$ cat src/design/pcs_pkg.sv
// ---------------------------------------------------------------------------
// pcs_pkg: shared types and constants for the PID step controller
// Fixed-point widths, payload words, microcode fields and the buses between
// the sequencer, the datapath and the quotient unit.
// ---------------------------------------------------------------------------
package pcs_pkg;

    localparam int DATA_W    = 32;                  // signed Q16.16 data
    localparam int FRAC_W    = 16;                  // fraction bits
    localparam int ACC_W     = 48;                  // integral accumulator
    localparam int TERM_W    = 62;                  // clip range of a product term
    localparam int DT_W      = 31;                  // unsigned interval
    localparam int PROD_W    = 64;                  // held product and sums
    localparam int MUL_W     = DATA_W + 1;          // multiplier operand
    localparam int HALF_W    = ACC_W / 2;           // integral split for ki*integral
    localparam int HI_SHIFT  = HALF_W - FRAC_W;     // weight of the upper partial
    localparam int DIV_NUM_W = DATA_W + 1 + FRAC_W; // dividend bits
    localparam int DIV_CNT_W = $clog2(DIV_NUM_W);
    localparam int CFG_IDX_W = 3;
    localparam int STEP_W    = 4;

    localparam logic [CFG_IDX_W-1:0] REG_GAIN_P   = 3'd0;
    localparam logic [CFG_IDX_W-1:0] REG_GAIN_I   = 3'd1;
    localparam logic [CFG_IDX_W-1:0] REG_GAIN_D   = 3'd2;
    localparam logic [CFG_IDX_W-1:0] REG_INTERVAL = 3'd3;
    localparam logic [CFG_IDX_W-1:0] REG_PRESET   = 3'd4;

    localparam logic [DT_W-1:0] INTERVAL_RESET = 31'd65536;  // 1.0

    typedef logic [STEP_W-1:0] step_t;

    typedef struct packed {
        logic signed [DATA_W-1:0] target_value;
        logic signed [DATA_W-1:0] measured_value;
    } in_item_t;

    typedef struct packed {
        logic signed [DATA_W-1:0] drive_value;
        logic                     saturated;
    } out_item_t;

    typedef struct packed {
        logic signed [DATA_W-1:0] gain_p;
        logic signed [DATA_W-1:0] gain_i;
        logic signed [DATA_W-1:0] gain_d;
        logic [DT_W-1:0]          interval;
        logic                     preset_en;
        logic signed [DATA_W-1:0] preset_value;
    } cfg_bus_t;

    typedef enum logic [3:0] {
        OP_NOP,
        OP_ACCEPT,
        OP_DIV_START,
        OP_INT_UPDATE,
        OP_ACC_LOAD,
        OP_TERM_LOAD,
        OP_TERM_MERGE,
        OP_TERM_CLIP,
        OP_ACC_ADD_TERM,
        OP_ACC_ADD,
        OP_EMIT
    } op_t;

    typedef enum logic [1:0] {
        MA_KP,
        MA_KI,
        MA_KD,
        MA_ERR
    } mul_a_t;

    typedef enum logic [2:0] {
        MB_ERR,
        MB_DT,
        MB_DERIV,
        MB_INT_LO,
        MB_INT_HI
    } mul_b_t;

    typedef enum logic [1:0] {
        COND_NONE,
        COND_NO_INPUT,
        COND_DIV_BUSY,
        COND_OUT_FULL
    } cond_t;

    typedef enum logic [1:0] {
        DIV_IDLE,
        DIV_RUN,
        DIV_FINISH
    } div_state_t;

    typedef struct packed {
        op_t    op;
        mul_a_t mul_a;
        mul_b_t mul_b;
        cond_t  cond;
        step_t  jump_tgt;
        logic   last;
    } ucode_t;

    typedef struct packed {
        op_t    op;
        mul_a_t mul_a;
        mul_b_t mul_b;
        logic   fire;
    } seq_ctrl_t;

    typedef struct packed {
        logic in_valid;
        logic div_busy;
        logic out_full;
    } seq_status_t;

    typedef struct packed {
        logic                   start;
        logic signed [DATA_W:0] diff;
        logic [DT_W-1:0]        interval;
    } div_req_t;

    typedef struct packed {
        logic                     busy;
        logic signed [DATA_W-1:0] quotient;
        logic                     clip;
    } div_rsp_t;

endpackage

$ cat src/design/pcs_divider.sv
// ---------------------------------------------------------------------------
// pcs_divider: bit-serial quotient unit for the derivative term
// Restoring division of |diff| * 2^FRAC_W by the interval, one quotient bit
// per cycle, then sign and saturation to DATA_W bits in a final state.
// ---------------------------------------------------------------------------
module pcs_divider import pcs_pkg::*; (
    input  logic     aclk,
    input  logic     aresetn,
    input  div_req_t req,
    output div_rsp_t rsp
);

    div_state_t             state_reg, state_next;
    logic [DIV_CNT_W-1:0]   cnt_reg;
    logic [DIV_NUM_W-1:0]   work_reg;
    logic [DT_W-1:0]        rem_reg;
    logic [DT_W-1:0]        dvsr_reg;
    logic                   neg_reg;
    logic [DATA_W-1:0]      quot_reg;
    logic                   clip_reg;

    logic [DATA_W:0]        diff_mag;
    logic [DT_W:0]          trial;
    logic [DT_W:0]          trial_sub;
    logic                   take;
    logic [DT_W-1:0]        rem_step;
    logic [DIV_NUM_W-1:0]   sat_lim;
    logic                   over;
    logic [DATA_W:0]        mag;
    logic [DATA_W:0]        res;

    always_comb begin
        diff_mag  = req.diff[DATA_W] ? (DATA_W+1)'(-req.diff) : (DATA_W+1)'(req.diff);
        trial     = {rem_reg, work_reg[DIV_NUM_W-1]};
        trial_sub = trial - {1'b0, dvsr_reg};
        take      = (trial >= {1'b0, dvsr_reg});
        rem_step  = take ? trial_sub[DT_W-1:0] : trial[DT_W-1:0];
        // a negative result may reach one step further than a positive one
        sat_lim   = DIV_NUM_W'({1'b0, {(DATA_W-1){1'b1}}}) + DIV_NUM_W'(neg_reg);
        over      = (work_reg > sat_lim);
        mag       = over ? sat_lim[DATA_W:0] : work_reg[DATA_W:0];
        res       = neg_reg ? ((DATA_W+1)'(0) - mag) : mag;
    end

    always_comb begin
        state_next = state_reg;
        case (state_reg)
            DIV_IDLE: begin
                if (req.start) begin
                    state_next = DIV_RUN;
                end
            end
            DIV_RUN: begin
                if (cnt_reg == DIV_CNT_W'(DIV_NUM_W - 1)) begin
                    state_next = DIV_FINISH;
                end
            end
            DIV_FINISH: begin
                state_next = DIV_IDLE;
            end
            default: begin
                state_next = DIV_IDLE;
            end
        endcase
    end

    always_ff @(posedge aclk) begin
        if (!aresetn) begin
            state_reg <= DIV_IDLE;
            cnt_reg   <= '0;
        end else begin
            state_reg <= state_next;
            if (state_reg == DIV_RUN) begin
                cnt_reg <= cnt_reg + 1'b1;
            end else begin
                cnt_reg <= '0;
            end
        end
    end

    always_ff @(posedge aclk) begin
        case (state_reg)
            DIV_IDLE: begin
                if (req.start) begin
                    work_reg <= {diff_mag, {FRAC_W{1'b0}}};
                    rem_reg  <= '0;
                    dvsr_reg <= req.interval;
                    neg_reg  <= req.diff[DATA_W];
                end
            end
            DIV_RUN: begin
                work_reg <= {work_reg[DIV_NUM_W-2:0], take};
                rem_reg  <= rem_step;
            end
            DIV_FINISH: begin
                quot_reg <= res[DATA_W-1:0];
                clip_reg <= over;
            end
            default: begin
                rem_reg <= rem_reg;
            end
        endcase
    end

    assign rsp.busy     = (state_reg != DIV_IDLE);
    assign rsp.quotient = quot_reg;
    assign rsp.clip     = clip_reg;

endmodule

$ cat src/design/pcs_sequencer.sv
// ---------------------------------------------------------------------------
// pcs_sequencer: microprogram store and step counter
// One control word per step; a step whose condition holds jumps to its
// target without executing, otherwise it executes and advances or wraps.
// ---------------------------------------------------------------------------
module pcs_sequencer import pcs_pkg::*; (
    input  logic        aclk,
    input  logic        aresetn,
    input  seq_status_t status,
    output seq_ctrl_t   ctrl
);

    localparam step_t STEP_ACCEPT   = 4'd0;
    localparam step_t STEP_DIV      = 4'd1;
    localparam step_t STEP_INT      = 4'd2;
    localparam step_t STEP_TP       = 4'd3;
    localparam step_t STEP_TI_LO    = 4'd4;
    localparam step_t STEP_TI_HI    = 4'd5;
    localparam step_t STEP_TI_CLIP  = 4'd6;
    localparam step_t STEP_TI_ADD   = 4'd7;
    localparam step_t STEP_DIV_WAIT = 4'd8;
    localparam step_t STEP_TD_ADD   = 4'd9;
    localparam step_t STEP_EMIT     = 4'd10;

    step_t  step_reg, step_next;
    ucode_t word;
    logic   cond_hit;

    function automatic ucode_t uw(input op_t op, input mul_a_t ma, input mul_b_t mb,
                                  input cond_t cond, input step_t tgt, input logic last);
        ucode_t w;
        w.op       = op;
        w.mul_a    = ma;
        w.mul_b    = mb;
        w.cond     = cond;
        w.jump_tgt = tgt;
        w.last     = last;
        return w;
    endfunction

    function automatic ucode_t ucode_rom(input step_t addr);
        ucode_t w;
        case (addr)
            STEP_ACCEPT:   w = uw(OP_ACCEPT, MA_KP, MB_ERR, COND_NO_INPUT, STEP_ACCEPT, 1'b0);
            STEP_DIV:      w = uw(OP_DIV_START, MA_ERR, MB_DT, COND_NONE, STEP_ACCEPT, 1'b0);
            STEP_INT:      w = uw(OP_INT_UPDATE, MA_KP, MB_ERR, COND_NONE, STEP_ACCEPT, 1'b0);
            STEP_TP:       w = uw(OP_ACC_LOAD, MA_KI, MB_INT_LO, COND_NONE, STEP_ACCEPT, 1'b0);
            STEP_TI_LO:    w = uw(OP_TERM_LOAD, MA_KI, MB_INT_HI, COND_NONE, STEP_ACCEPT, 1'b0);
            STEP_TI_HI:    w = uw(OP_TERM_MERGE, MA_KP, MB_ERR, COND_NONE, STEP_ACCEPT, 1'b0);
            STEP_TI_CLIP:  w = uw(OP_TERM_CLIP, MA_KP, MB_ERR, COND_NONE, STEP_ACCEPT, 1'b0);
            STEP_TI_ADD:   w = uw(OP_ACC_ADD_TERM, MA_KP, MB_ERR, COND_NONE, STEP_ACCEPT,
                                  1'b0);
            STEP_DIV_WAIT: w = uw(OP_NOP, MA_KD, MB_DERIV, COND_DIV_BUSY, STEP_DIV_WAIT, 1'b0);
            STEP_TD_ADD:   w = uw(OP_ACC_ADD, MA_KP, MB_ERR, COND_NONE, STEP_ACCEPT, 1'b0);
            STEP_EMIT:     w = uw(OP_EMIT, MA_KP, MB_ERR, COND_OUT_FULL, STEP_EMIT, 1'b1);
            default:       w = uw(OP_NOP, MA_KP, MB_ERR, COND_NONE, STEP_ACCEPT, 1'b1);
        endcase
        return w;
    endfunction

    always_comb begin
        word = ucode_rom(step_reg);
        case (word.cond)
            COND_NONE:     cond_hit = 1'b0;
            COND_NO_INPUT: cond_hit = !status.in_valid;
            COND_DIV_BUSY: cond_hit = status.div_busy;
            COND_OUT_FULL: cond_hit = status.out_full;
            default:       cond_hit = 1'b0;
        endcase
        if (cond_hit) begin
            step_next = word.jump_tgt;
        end else if (word.last) begin
            step_next = STEP_ACCEPT;
        end else begin
            step_next = step_reg + 1'b1;
        end
        ctrl.op    = word.op;
        ctrl.mul_a = word.mul_a;
        ctrl.mul_b = word.mul_b;
        ctrl.fire  = !cond_hit;
    end

    always_ff @(posedge aclk) begin
        if (!aresetn) begin
            step_reg <= STEP_ACCEPT;
        end else begin
            step_reg <= step_next;
        end
    end

endmodule

$ cat src/design/pcs_datapath.sv
// ---------------------------------------------------------------------------
// pcs_datapath: error, integral, shared multiplier and term accumulation
// Executes one micro-operation per step; holds the controller state and the
// output word register.
// ---------------------------------------------------------------------------
module pcs_datapath import pcs_pkg::*; (
    input  logic      aclk,
    input  logic      aresetn,
    input  cfg_bus_t  cfg,
    input  seq_ctrl_t ctrl,
    input  in_item_t  s_data,
    input  logic      m_ready,
    output logic      m_valid,
    output out_item_t m_data,
    output div_req_t  div_req,
    input  div_rsp_t  div_rsp
);

    logic signed [DATA_W-1:0] err_reg;
    logic signed [DATA_W-1:0] last_error_reg;
    logic signed [ACC_W-1:0]  integral_reg;
    logic signed [PROD_W-1:0] prod_reg;
    logic signed [PROD_W-1:0] acc_reg;
    logic signed [PROD_W-1:0] term_reg;
    logic                     clip_reg;
    logic                     m_valid_reg;
    out_item_t                m_data_reg;

    logic [DT_W-1:0]            dt_eff;
    logic signed [DATA_W:0]     diff_in;
    logic                       err_ovf;
    logic signed [DATA_W-1:0]   err_sat;
    logic signed [MUL_W-1:0]    mul_a_val;
    logic signed [MUL_W-1:0]    mul_b_val;
    logic signed [2*MUL_W-1:0]  prod_full;
    logic signed [PROD_W-1:0]   prod_sh;
    logic signed [ACC_W-1:0]    inc;
    logic signed [ACC_W:0]      int_sum;
    logic                       int_ovf;
    logic signed [ACC_W-1:0]    int_sat;
    logic [PROD_W-TERM_W:0]     term_top;
    logic                       term_ovf;
    logic signed [PROD_W-1:0]   term_sat;
    logic [PROD_W-DATA_W:0]     acc_top;
    logic                       drive_ovf;
    logic signed [DATA_W-1:0]   drive_sat;
    logic                       exec;

    assign exec = ctrl.fire;

    always_comb begin
        dt_eff  = (cfg.interval == '0) ? DT_W'(1) : cfg.interval;
        diff_in = (DATA_W+1)'(s_data.target_value) - (DATA_W+1)'(s_data.measured_value);
        err_ovf = (diff_in[DATA_W] != diff_in[DATA_W-1]);
        if (err_ovf) begin
            err_sat = diff_in[DATA_W] ? {1'b1, {(DATA_W-1){1'b0}}}
                                      : {1'b0, {(DATA_W-1){1'b1}}};
        end else begin
            err_sat = diff_in[DATA_W-1:0];
        end

        case (ctrl.mul_a)
            MA_KP:   mul_a_val = MUL_W'(cfg.gain_p);
            MA_KI:   mul_a_val = MUL_W'(cfg.gain_i);
            MA_KD:   mul_a_val = MUL_W'(cfg.gain_d);
            MA_ERR:  mul_a_val = MUL_W'(err_reg);
            default: mul_a_val = '0;
        endcase
        case (ctrl.mul_b)
            MB_ERR:    mul_b_val = MUL_W'(err_reg);
            MB_DT:     mul_b_val = {{(MUL_W-DT_W){1'b0}}, dt_eff};
            MB_DERIV:  mul_b_val = MUL_W'(div_rsp.quotient);
            MB_INT_LO: mul_b_val = {{(MUL_W-HALF_W){1'b0}}, integral_reg[HALF_W-1:0]};
            MB_INT_HI: mul_b_val = MUL_W'(signed'(integral_reg[ACC_W-1:HALF_W]));
            default:   mul_b_val = '0;
        endcase
        prod_full = mul_a_val * mul_b_val;

        // floor division by 2^FRAC_W
        prod_sh = prod_reg >>> FRAC_W;

        inc     = prod_sh[ACC_W-1:0];
        int_sum = (ACC_W+1)'(integral_reg) + (ACC_W+1)'(inc);
        int_ovf = (int_sum[ACC_W] != int_sum[ACC_W-1]);
        if (int_ovf) begin
            int_sat = int_sum[ACC_W] ? {1'b1, {(ACC_W-1){1'b0}}}
                                     : {1'b0, {(ACC_W-1){1'b1}}};
        end else begin
            int_sat = int_sum[ACC_W-1:0];
        end

        term_top = term_reg[PROD_W-1:TERM_W-1];
        term_ovf = !((&term_top) || !(|term_top));
        if (term_ovf) begin
            term_sat = term_reg[PROD_W-1]
                     ? {{(PROD_W-TERM_W+1){1'b1}}, {(TERM_W-1){1'b0}}}
                     : {{(PROD_W-TERM_W+1){1'b0}}, {(TERM_W-1){1'b1}}};
        end else begin
            term_sat = term_reg;
        end

        acc_top   = acc_reg[PROD_W-1:DATA_W-1];
        drive_ovf = !((&acc_top) || !(|acc_top));
        if (drive_ovf) begin
            drive_sat = acc_reg[PROD_W-1] ? {1'b1, {(DATA_W-1){1'b0}}}
                                          : {1'b0, {(DATA_W-1){1'b1}}};
        end else begin
            drive_sat = acc_reg[DATA_W-1:0];
        end
    end

    // shared multiplier: register every cycle, consumed by the following step
    always_ff @(posedge aclk) begin
        prod_reg <= prod_full[PROD_W-1:0];
    end

    always_ff @(posedge aclk) begin
        if (exec) begin
            case (ctrl.op)
                OP_ACCEPT: begin
                    err_reg  <= err_sat;
                    clip_reg <= err_ovf;
                end
                OP_ACC_LOAD:     acc_reg  <= prod_sh;
                OP_TERM_LOAD:    term_reg <= prod_sh;
                OP_TERM_MERGE:   term_reg <= term_reg + (prod_reg <<< HI_SHIFT);
                OP_TERM_CLIP: begin
                    term_reg <= term_sat;
                    clip_reg <= clip_reg | term_ovf;
                end
                OP_ACC_ADD_TERM: acc_reg  <= acc_reg + term_reg;
                OP_ACC_ADD:      acc_reg  <= acc_reg + prod_sh;
                OP_EMIT: begin
                    m_data_reg.drive_value <= drive_sat;
                    m_data_reg.saturated   <= clip_reg | div_rsp.clip | drive_ovf;
                end
                OP_INT_UPDATE:   clip_reg <= clip_reg | int_ovf;
                default: begin
                    acc_reg <= acc_reg;
                end
            endcase
        end
    end

    // controller state
    always_ff @(posedge aclk) begin
        if (!aresetn) begin
            last_error_reg <= '0;
            integral_reg   <= '0;
            m_valid_reg    <= 1'b0;
        end else begin
            if (cfg.preset_en) begin
                last_error_reg <= cfg.preset_value;
            end else if (exec && ctrl.op == OP_EMIT) begin
                last_error_reg <= err_reg;
            end
            if (exec && ctrl.op == OP_INT_UPDATE) begin
                integral_reg <= int_sat;
            end
            if (exec && ctrl.op == OP_EMIT) begin
                m_valid_reg <= 1'b1;
            end else if (m_ready) begin
                m_valid_reg <= 1'b0;
            end
        end
    end

    assign div_req.start    = exec && (ctrl.op == OP_DIV_START);
    assign div_req.diff     = (DATA_W+1)'(err_reg) - (DATA_W+1)'(last_error_reg);
    assign div_req.interval = dt_eff;

    assign m_valid = m_valid_reg;
    assign m_data  = m_data_reg;

endmodule

$ cat src/design/pid_controller_step.sv
// ---------------------------------------------------------------------------
// pid_controller_step: fixed-point PID controller, one drive word per sample
// Microcoded sequencer over a shared 33x33 multiplier and a bit-serial
// divider for the derivative term.
// ---------------------------------------------------------------------------
// The divider sets the time from input acceptance to m_valid: it forms the
//   49 quotient bits at one bit per cycle, then a sign/saturation step.
// One sample at a time; a held result stalls the emit step.
// The next input word is taken while a finished result still waits on m_.
// Reset (aresetn low, synchronous): gains 0, interval 1.0, previous error and
//   integral cleared, sequencer at its accept step, no result pending.
module pid_controller_step import pcs_pkg::*; (
    input  logic                 aclk,
    input  logic                 aresetn,
    // configuration word channel
    input  logic                 cfg_valid,
    output logic                 cfg_ready,
    input  logic [CFG_IDX_W-1:0] cfg_index,
    input  logic [DATA_W-1:0]    cfg_data,
    // sample words in
    input  logic                 s_valid,
    output logic                 s_ready,
    input  in_item_t             s_data,
    // drive words out
    output logic                 m_valid,
    input  logic                 m_ready,
    output out_item_t            m_data
);

    logic signed [DATA_W-1:0] gain_p_reg;
    logic signed [DATA_W-1:0] gain_i_reg;
    logic signed [DATA_W-1:0] gain_d_reg;
    logic [DT_W-1:0]          interval_reg;
    logic                     cfg_wr;

    cfg_bus_t    cfg_bus;
    seq_ctrl_t   seq_ctrl;
    seq_status_t seq_status;
    div_req_t    div_req;
    div_rsp_t    div_rsp;

    // Configuration is accepted every cycle and lands at once; the host must
    // write only while no sample is in flight; the block itself leaves this unchecked.
    assign cfg_ready = 1'b1;
    assign cfg_wr    = cfg_valid && cfg_ready;

    always_ff @(posedge aclk) begin
        if (!aresetn) begin
            gain_p_reg   <= '0;
            gain_i_reg   <= '0;
            gain_d_reg   <= '0;
            interval_reg <= INTERVAL_RESET;
        end else if (cfg_wr) begin
            case (cfg_index)
                REG_GAIN_P:   gain_p_reg   <= cfg_data;
                REG_GAIN_I:   gain_i_reg   <= cfg_data;
                REG_GAIN_D:   gain_d_reg   <= cfg_data;
                REG_INTERVAL: interval_reg <= cfg_data[DT_W-1:0];
                default: begin
                    // preset goes straight to the datapath; other indices drop
                    gain_p_reg <= gain_p_reg;
                end
            endcase
        end
    end

    // Preset write loads the previous-error state directly.
    always_comb begin
        cfg_bus.gain_p       = gain_p_reg;
        cfg_bus.gain_i       = gain_i_reg;
        cfg_bus.gain_d       = gain_d_reg;
        cfg_bus.interval     = interval_reg;
        cfg_bus.preset_en    = cfg_wr && (cfg_index == REG_PRESET);
        cfg_bus.preset_value = cfg_data;
    end

    // Sequencer waits on the input at its accept step, on the divider
    // before the derivative product, and on the output register at emit.
    assign seq_status.in_valid = s_valid;
    assign seq_status.div_busy = div_rsp.busy;
    assign seq_status.out_full = m_valid && !m_ready;

    assign s_ready = (seq_ctrl.op == OP_ACCEPT);

    pcs_sequencer u_sequencer (
        .aclk    (aclk),
        .aresetn (aresetn),
        .status  (seq_status),
        .ctrl    (seq_ctrl)
    );

    pcs_datapath u_datapath (
        .aclk    (aclk),
        .aresetn (aresetn),
        .cfg     (cfg_bus),
        .ctrl    (seq_ctrl),
        .s_data  (s_data),
        .m_ready (m_ready),
        .m_valid (m_valid),
        .m_data  (m_data),
        .div_req (div_req),
        .div_rsp (div_rsp)
    );

    pcs_divider u_divider (
        .aclk    (aclk),
        .aresetn (aresetn),
        .req     (div_req),
        .rsp     (div_rsp)
    );

    // The divider must be idle whenever a new sample can be taken.
    a_accept_div_idle: assert property (@(posedge aclk) disable iff (!aresetn)
        s_ready |-> !div_rsp.busy)
        else $error("input offered while divider still busy");

    // One sample at a time: the accept step is left right after acceptance.
    a_single_accept: assert property (@(posedge aclk) disable iff (!aresetn)
        (s_valid && s_ready) |=> !s_ready)
        else $error("second sample accepted back to back");

    // A divide is never launched on top of one in progress.
    a_div_start_idle: assert property (@(posedge aclk) disable iff (!aresetn)
        div_req.start |-> !div_rsp.busy)
        else $error("divider restarted while busy");

    // The emit step never overwrites a result that has not been taken.
    a_emit_no_overwrite: assert property (@(posedge aclk) disable iff (!aresetn)
        (seq_ctrl.fire && seq_ctrl.op == OP_EMIT) |-> (!m_valid || m_ready))
        else $error("pending result overwritten");

endmodule
$ cat config.mk
export PLATFORM = sky130hd
export DESIGN_NAME = pid_controller_step
export DESIGN_NICKNAME = d
export VERILOG_FILES = /design/src/design/pcs_pkg.sv /design/src/design/pcs_divider.sv /design/src/design/pcs_sequencer.sv /design/src/design/pcs_datapath.sv /design/src/design/pid_controller_step.sv
export SDC_FILE = /design/constraint.sdc
export NUM_CORES = 2
export LEC_CHECK = 0
export BUFFER_PORTS_ARGS = -buffer_cell sky130_fd_sc_hd__buf_2
export CAP_MARGIN = 20
export CORE_MARGIN = 1
export CORE_UTILIZATION = 40
export CTS_BUF_LIST = sky130_fd_sc_hd__clkbuf_4 sky130_fd_sc_hd__clkbuf_8 sky130_fd_sc_hd__clkbuf_16
export CTS_CLUSTER_DIAMETER = 40
export DETAILED_ROUTE_END_ITERATION = 10
export REMOVE_ABC_BUFFERS = 1
export SYNTH_ARGS = -nofsm -noshare
export SYNTH_HDL_FRONTEND = slang
export SYNTH_SLANG_ARGS = --single-unit
export TNS_END_PERCENT = 10
$ cat constraint.sdc
create_clock -name aclk -period 9.3 [get_ports aclk]
set_input_delay 0.465 -clock aclk [delete_from_list [all_inputs] [get_ports aclk]]
set_output_delay 0.465 -clock aclk [all_outputs]
set_load 0.05 [all_outputs]
Word level (Yosys, flattened, before mapping)
Memories as Yosys holds them, arrays and structs flattened. A register that Yosys moved wholly into a read port is not among the register bits.
Cells that the tools add are included.
{"block": "word_totals", "register_bits": 623, "romBits": 224, "input_bits": 104, "output_inout_bits": 36, "wordCells": 153, "memories": 1}
{"block": "classes", "addsub": 12, "n_mul": 1, "n_lt_le_gt_ge": 2, "n_eq_ne": 32, "mux": 33, "bitwise_logic": 5, "n_reduce_logical": 44}
{"name": "(no name shown)", "words": 16, "word_bits": 14, "read_ports": 1, "rd_ports_with_merged_regs": 1, "write_ports": 0, "line_no": "pcs_sequencer.sv:43", "text": "case (addr)"}
{"op": "64-bit case mux with 3 select lines", "n": 2}
{"op": "32-bit two-way mux", "n": 8}
{"op": "33-bit case mux with 5 select lines", "n": 1}
{"op": "33-bit case mux with 4 select lines", "n": 1}
{"op": "64-bit adder", "n": 2}
{"op": "64-bit two-way mux", "n": 2}
{"op": "49-bit case mux with 2 select lines", "n": 1}
{"op": "48-bit two-way mux", "n": 2}
{"op": "31-bit two-way mux", "n": 3}
{"op": "32-bit by 32-bit subtractor with 33-bit output", "n": 2}
{"op": "64-bit by 48-bit adder with 64-bit output", "n": 1}
{"op": "33-bit by 33-bit multiplier with 64-bit output", "n": 1}
{"op": "31-bit case mux with 2 select lines", "n": 1}
{"op": "48-bit by 48-bit adder with 49-bit output", "n": 1}
{"op": "49-bit by 32-bit greater-than comparator with 1-bit output", "n": 1}
{"op": "49-bit two-way mux", "n": 1}
{"op": "33-bit two-way mux", "n": 1}
{"op": "33-bit negator", "n": 1}
{"op": "33-bit AND reduction", "n": 1}
{"op": "33-bit OR reduction", "n": 1}
{"op": "31-bit by 1-bit adder with 32-bit output (first input constant)", "n": 1}
{"op": "32-bit by 31-bit >= comparator with 1-bit output", "n": 1}
{"op": "1-bit by 32-bit subtractor with 32-bit output (first input constant)", "n": 1}
{"op": "31-bit zero test", "n": 1}
{"op": "other kinds (34)", "n": 91}

Longest topological paths before layout
{"block": "depth", "word_depth": 7, "depth_mapped": 37, "ltp_nobuf": 33}

Hierarchy
A second synthesis with hierarchy kept.
{"block": "unflattened", "hier_cells": 8889, "area_unflattened_um2": 79849.1}
{"mod": "pcs_datapath", "n_inst": 1, "cells_each": 7360, "area_each_um2": 64485.6, "seq_area_each_um2": 8728.4}
{"mod": "pcs_divider", "n_inst": 1, "cells_each": 994, "area_each_um2": 9846.9, "seq_area_each_um2": 4514.3}
{"mod": "pid_controller_step", "n_inst": 1, "cells_each": 456, "area_each_um2": 4702.0, "seq_area_each_um2": 2542.4}
{"mod": "pcs_sequencer", "n_inst": 1, "cells_each": 79, "area_each_um2": 814.5, "seq_area_each_um2": 340.3}

Worst setup path before layout
No wires, ideal clock.
{"block": "synth_path", "path_kind": "reg2reg", "startpoint": "register u_sequencer.word[8] (netlist name)", "endpoint": "register u_datapath.prod_reg[62]", "setup_ns": 0.072, "t_arrival_ns": 9.304, "t_required_ns": 9.228, "setup_slack_ns": -0.076, "stages_incl_launch_ff": 32, "n_path_buf": 5, "synth_period_minus_slack_ns": 9.376, "cell_sequence": "dfxtp_1 > clkbuf_1 > buf_1 > clkbuf_1 > mux2i_1 > o21ai_0 > a221o_1 > clkbuf_1 > clkbuf_1 > nand2_1 > fa_1 > fa_1 > inv_1 > fa_1 > fa_1 > inv_1 > fa_1 > fa_1 > fa_1 > fa_1 > inv_1 > ha_1 > and4_1 > nand2_1 > nor2_1 > a21oi_1 > o21ai_0 > a311oi_1 > nand2b_1 > a41o_1 > o41ai_1 > xnor2_1"}
{"block": "synth_via", "elab_chain_len": 3, "elab_cells_between_ends": 7}
{"item": "3-bit == test (tied with other cells)", "line_no": "pcs_datapath.sv:69", "text": "case (ctrl.mul_b)"}
{"item": "33-bit case mux with 5 select lines *", "line_no": "pcs_datapath.sv:69"}
{"item": "33-bit by 33-bit multiplier with 64-bit output *", "line_no": "pcs_datapath.sv:77", "text": "prod_full = mul_a_val * mul_b_val;"}
{"item": "net u_datapath.prod_full[62]", "line_no": "pcs_datapath.sv:35", "text": "logic signed [2*MUL_W-1:0] prod_full;"}
{"item": "to (signal assigned)", "line_no": "pcs_datapath.sv:114", "text": "prod_reg <= prod_full[PROD_W-1:0];"}
{"item": "to (decl)", "line_no": "pcs_datapath.sv:22", "text": "logic signed [PROD_W-1:0] prod_reg;"}
Mark *: on every way through the listed nets, which the timed path passes. The rest lies on a longest branch.
A chain may end at the register's enable or synchronous reset.

Worst setup path in the final report
{"block": "layout_path", "startpoint": "register u_sequencer.word[7] (netlist name)", "endpoint": "register u_datapath.prod_reg[62]"}
{"block": "layout_via", "elab_chain_len": 3, "elab_cells_between_ends": 7}
{"item": "3-bit == test (tied with other cells)", "line_no": "pcs_datapath.sv:69"}
{"item": "33-bit case mux with 5 select lines *", "line_no": "pcs_datapath.sv:69"}
{"item": "33-bit by 33-bit multiplier with 64-bit output *", "line_no": "pcs_datapath.sv:77"}
{"item": "net u_datapath.prod_full[62]", "line_no": "pcs_datapath.sv:35"}
Marked as above.

==> out/summary.md <==
From synthesis to final layout, the design area changed by 13.2%. The total number of placement rows was 163. The initial antenna violation count was 16. Setup repair after global routing left no endpoint under its margin.

The routed layout has 67298 vias. The run gives 201000 µm² as the die outline area. The proportion of layout cells with a drive suffix above 1 was 0.0980. Number of enable flip-flop cells after synthesis: 339.

The height of the die is 448 µm, and the number of setup violations in the final report is 0. The post-synthesis average cell area was 8.80 µm²; the transition time at the pin with the least slew margin was 1.23 ns. Between clock sinks in the finished design, the worst skew comes to 0.0662 ns. The synthesized design contains 636 register bits. The worst reg-to-reg setup slack was 0.32 ns; the total of warnings raised by yosys was 0. Using the TritonRoute via totals, the vias-per-cell ratio works out to 5.63.

For the total clock buffers created by CTS, the log shows 137. For the worst slew margin relative to its limit, the log shows 0.156. After synthesis, the cell types taking the most area are sky130_fd_sc_hd__fa_1, sky130_fd_sc_hd__edfxtp_1, sky130_fd_sc_hd__ha_1, sky130_fd_sc_hd__dfxtp_1, sky130_fd_sc_hd__inv_1. STA classifies the critical path startpoint as a flip-flop. The number of cells on the worst reg-to-reg path is 30.

At the end of the flow, the number of nets in the layout was 10927. In the synthesized netlist the dominant register cell turns out to be sky130_fd_sc_hd__edfxtp_1. The tools report the DRC violation total after the first TritonRoute iteration as 6521. The horizontal die dimension came out at 448 µm. The critical path is of the reg -> reg type. The cell seen most often among critical-path stages was sky130_fd_sc_hd__fa_1. The largest individual stage delay along the critical path comes from the cell sky130_fd_sc_hd__fa_1. The worst hold path was traced through 3 stages. The worst hold path belongs to the class in -> reg. The maximum achievable frequency was 0.111 GHz. The most common library cell in the layout ignoring fill and taps was sky130_fd_sc_hd__inv_1. Tightest hold margin: 0.0330 ns.

The worst setup path is captured at a flip-flop. Wire length reported by the detailed router: 288000 µm. Entering global routing, the biggest net connects 110 pins.

The I/O pin count is 140, and the share of synthesized registers carrying an async set or reset is 0. The number of max-slew violations in the final report is 0, and the number of nets with antenna violations after detailed routing is 0. The clock-pin slew of the registers on the worst-case setup and hold paths works out to 0.05 ns. The run gives 11687 as the instance count after placement with tap cells included. sky130_fd_sc_hd__fa_1 takes more of the synthesized area than any other cell. For the final routed database, the setup TNS stands at 0 ns.

The wire length per cell after detailed routing was 24.1 µm. After legalization and detailed placement, the total HPWL measured 224000 µm. The H-tree was split into 4 levels. After synthesis the cells add up to 79700 µm².

The logs give 9058 for the number of instances in the synthesized netlist and 9.63 ns for the critical path arrival. Count of endpoints failing hold in the final timing report: 0. In the layout the commonest cells are sky130_fd_sc_hd__inv_1, sky130_fd_sc_hd__nand2_1, sky130_fd_sc_hd__fa_1, sky130_fd_sc_hd__nor2_1, sky130_fd_sc_hd__ha_1. The largest single stage delay on the critical path is 0.61 ns. The pre-antenna-repair detailed-routing pass consisted of 6 iterations.

The number of standard cells in the final layout excluding fillers was 11956; the post-synthesis sequential area ratio was 0.202. The fraction of post-synthesis cell area in the top cell type by area is 0.279. The flow ran to the end, and the final reports show no timing, DRC or antenna violations. Data on the critical path is required at its endpoint by 9.95 ns. TritonCTS built the clock tree. In this run the deepest clock path goes through 3 buffers.

Clock latency on the worst-skew pair: 0.79 ns. For this run, design rule violations remaining after detail routing come to 0. The tools report the initial cell density of the core as 0.403.

The number of global-route vias before repair was 67104; the share of the clock period used by the worst path was 0.965. The first global-routing pass estimated 430000 µm of wire. The global routing usage summed across all routing layers came out at 0.286.

For the finished layout, the period the worst path requires is 8.98 ns. The number of different library cells used by synthesis comes to 101. Largest driver fanout on the critical path: 31. The sink count of the clock tree was 636; the sum of overflow across all layers after global routing was 0. The congestion estimate from routability-driven global placement came to 0.964.

The core footprint is 198000 µm², and the number of I/O port buffers is 138. The max-capacitance violation count is 0. The tools report the CTS root buffer as sky130_fd_sc_hd__clkbuf_16.
-- synth_stat cells (32+ instances only) --
master                     count
sky130_fd_sc_hd__inv_1      1399
sky130_fd_sc_hd__nand2_1    1137
sky130_fd_sc_hd__fa_1       1111
sky130_fd_sc_hd__nor2_1      781
sky130_fd_sc_hd__ha_1        515
sky130_fd_sc_hd__a21oi_1     511
sky130_fd_sc_hd__clkbuf_1    423
sky130_fd_sc_hd__o21ai_0     423
sky130_fd_sc_hd__edfxtp_1    339
sky130_fd_sc_hd__dfxtp_1     297
sky130_fd_sc_hd__a21o_1      216
sky130_fd_sc_hd__xnor2_1     201
sky130_fd_sc_hd__a21boi_0    136
sky130_fd_sc_hd__xor2_1      127
sky130_fd_sc_hd__nand2b_1    110
sky130_fd_sc_hd__nand3_1     106
sky130_fd_sc_hd__o21a_1       89
sky130_fd_sc_hd__mux2_2       83
sky130_fd_sc_hd__mux2i_1      74
sky130_fd_sc_hd__nor3_1       74
sky130_fd_sc_hd__o211ai_1     64
sky130_fd_sc_hd__nand4_1      58
sky130_fd_sc_hd__a31oi_1      53
sky130_fd_sc_hd__nor2b_1      50
sky130_fd_sc_hd__and2_1       48
sky130_fd_sc_hd__and3_1       47
sky130_fd_sc_hd__o21ai_1      46
sky130_fd_sc_hd__a211oi_1     42
sky130_fd_sc_hd__nor4_1       37
sky130_fd_sc_hd__o211a_1      35
sky130_fd_sc_hd__o31ai_1      34
sky130_fd_sc_hd__o21bai_1     32
-- logic make-up after synthesis --
kind of cell               count (synthesis)  synth area share
adders and majority gates               1634             0.361
DFF                                      636             0.202
buffers and inverters                   1857            0.0877
muxes                                    162            0.0224
xor gates and xnor gates                 328            0.0360
AOI/OAI and AO/OA                       1872             0.150
and+or+nand+nor                         2568             0.141
other                                      1         0.0000470
-- through the flow --
stage	instance area (µm²)	utilization	setup slack [ns]
after floorplan	78000	-	-1.82
after global placement	85100	0.431	0.212
after detailed placement	85100	0.431	0.243
after CTS	90200	0.456	0.173
after global routing	90300	0.457	0.00453
final	90300	0.457	0.324
-- worst max-delay path: cells and delay by family, from the launching register on --
family	cells	cell delay, ns
flops	1	0.44
fa+ha+maj	9	4.27
buf+inv	6	1.13
simple gates	4	0.81
mux	1	0.11
xor+xnor	1	0.10
compound gates	9	1.92
-- path summary, 6_finish.rpt --
path                            start                 endpoint
hold / removal            cfg_data[1]            gain_i_reg[1]
setup / recovery  u_sequencer.word[7]  u_datapath.prod_reg[62]
hold reg to reg        gain_p_reg[29]           gain_p_reg[29]
setup reg to reg  u_sequencer.word[7]  u_datapath.prod_reg[62]
-- routing by layer --
| layer | wire length [µm] | vias up | GRT usage |
|---|---|---|---|
| li1 | - | 29979 | - |
| met4 | 11200 | 0 | 0.102 |
| met5 | 0 | - | 0 |
| met3 | 25700 | 554 | 0.0491 |
| met1 | 128000 | 33713 | 0.412 |
| met2 | 123000 | 3052 | 0.431 |
-- layout make-up --
class	instances	area (µm²)
multi-input combinational	6565	57000
clock inverter	106	1400
inverter	1399	5250
clock buffer	150	3590
timing repair buffer	458	3590
sequential	636	16100
tap	2640	3300
fill	19052	107000
antenna	2	5.00
-- what timing repair did --
action / CTS / global route
resized for setup: 0 / 22
hold buffers: 7 / 0
setup buffers: 0 / 1
endpoints found under the hold margin: 16 / 0
setup endpoints to repair: 0 / 15
Power is left out: the tool's default activity adds up to more than one toggle a clock period on the data nets, which glitch-free logic cannot reach.
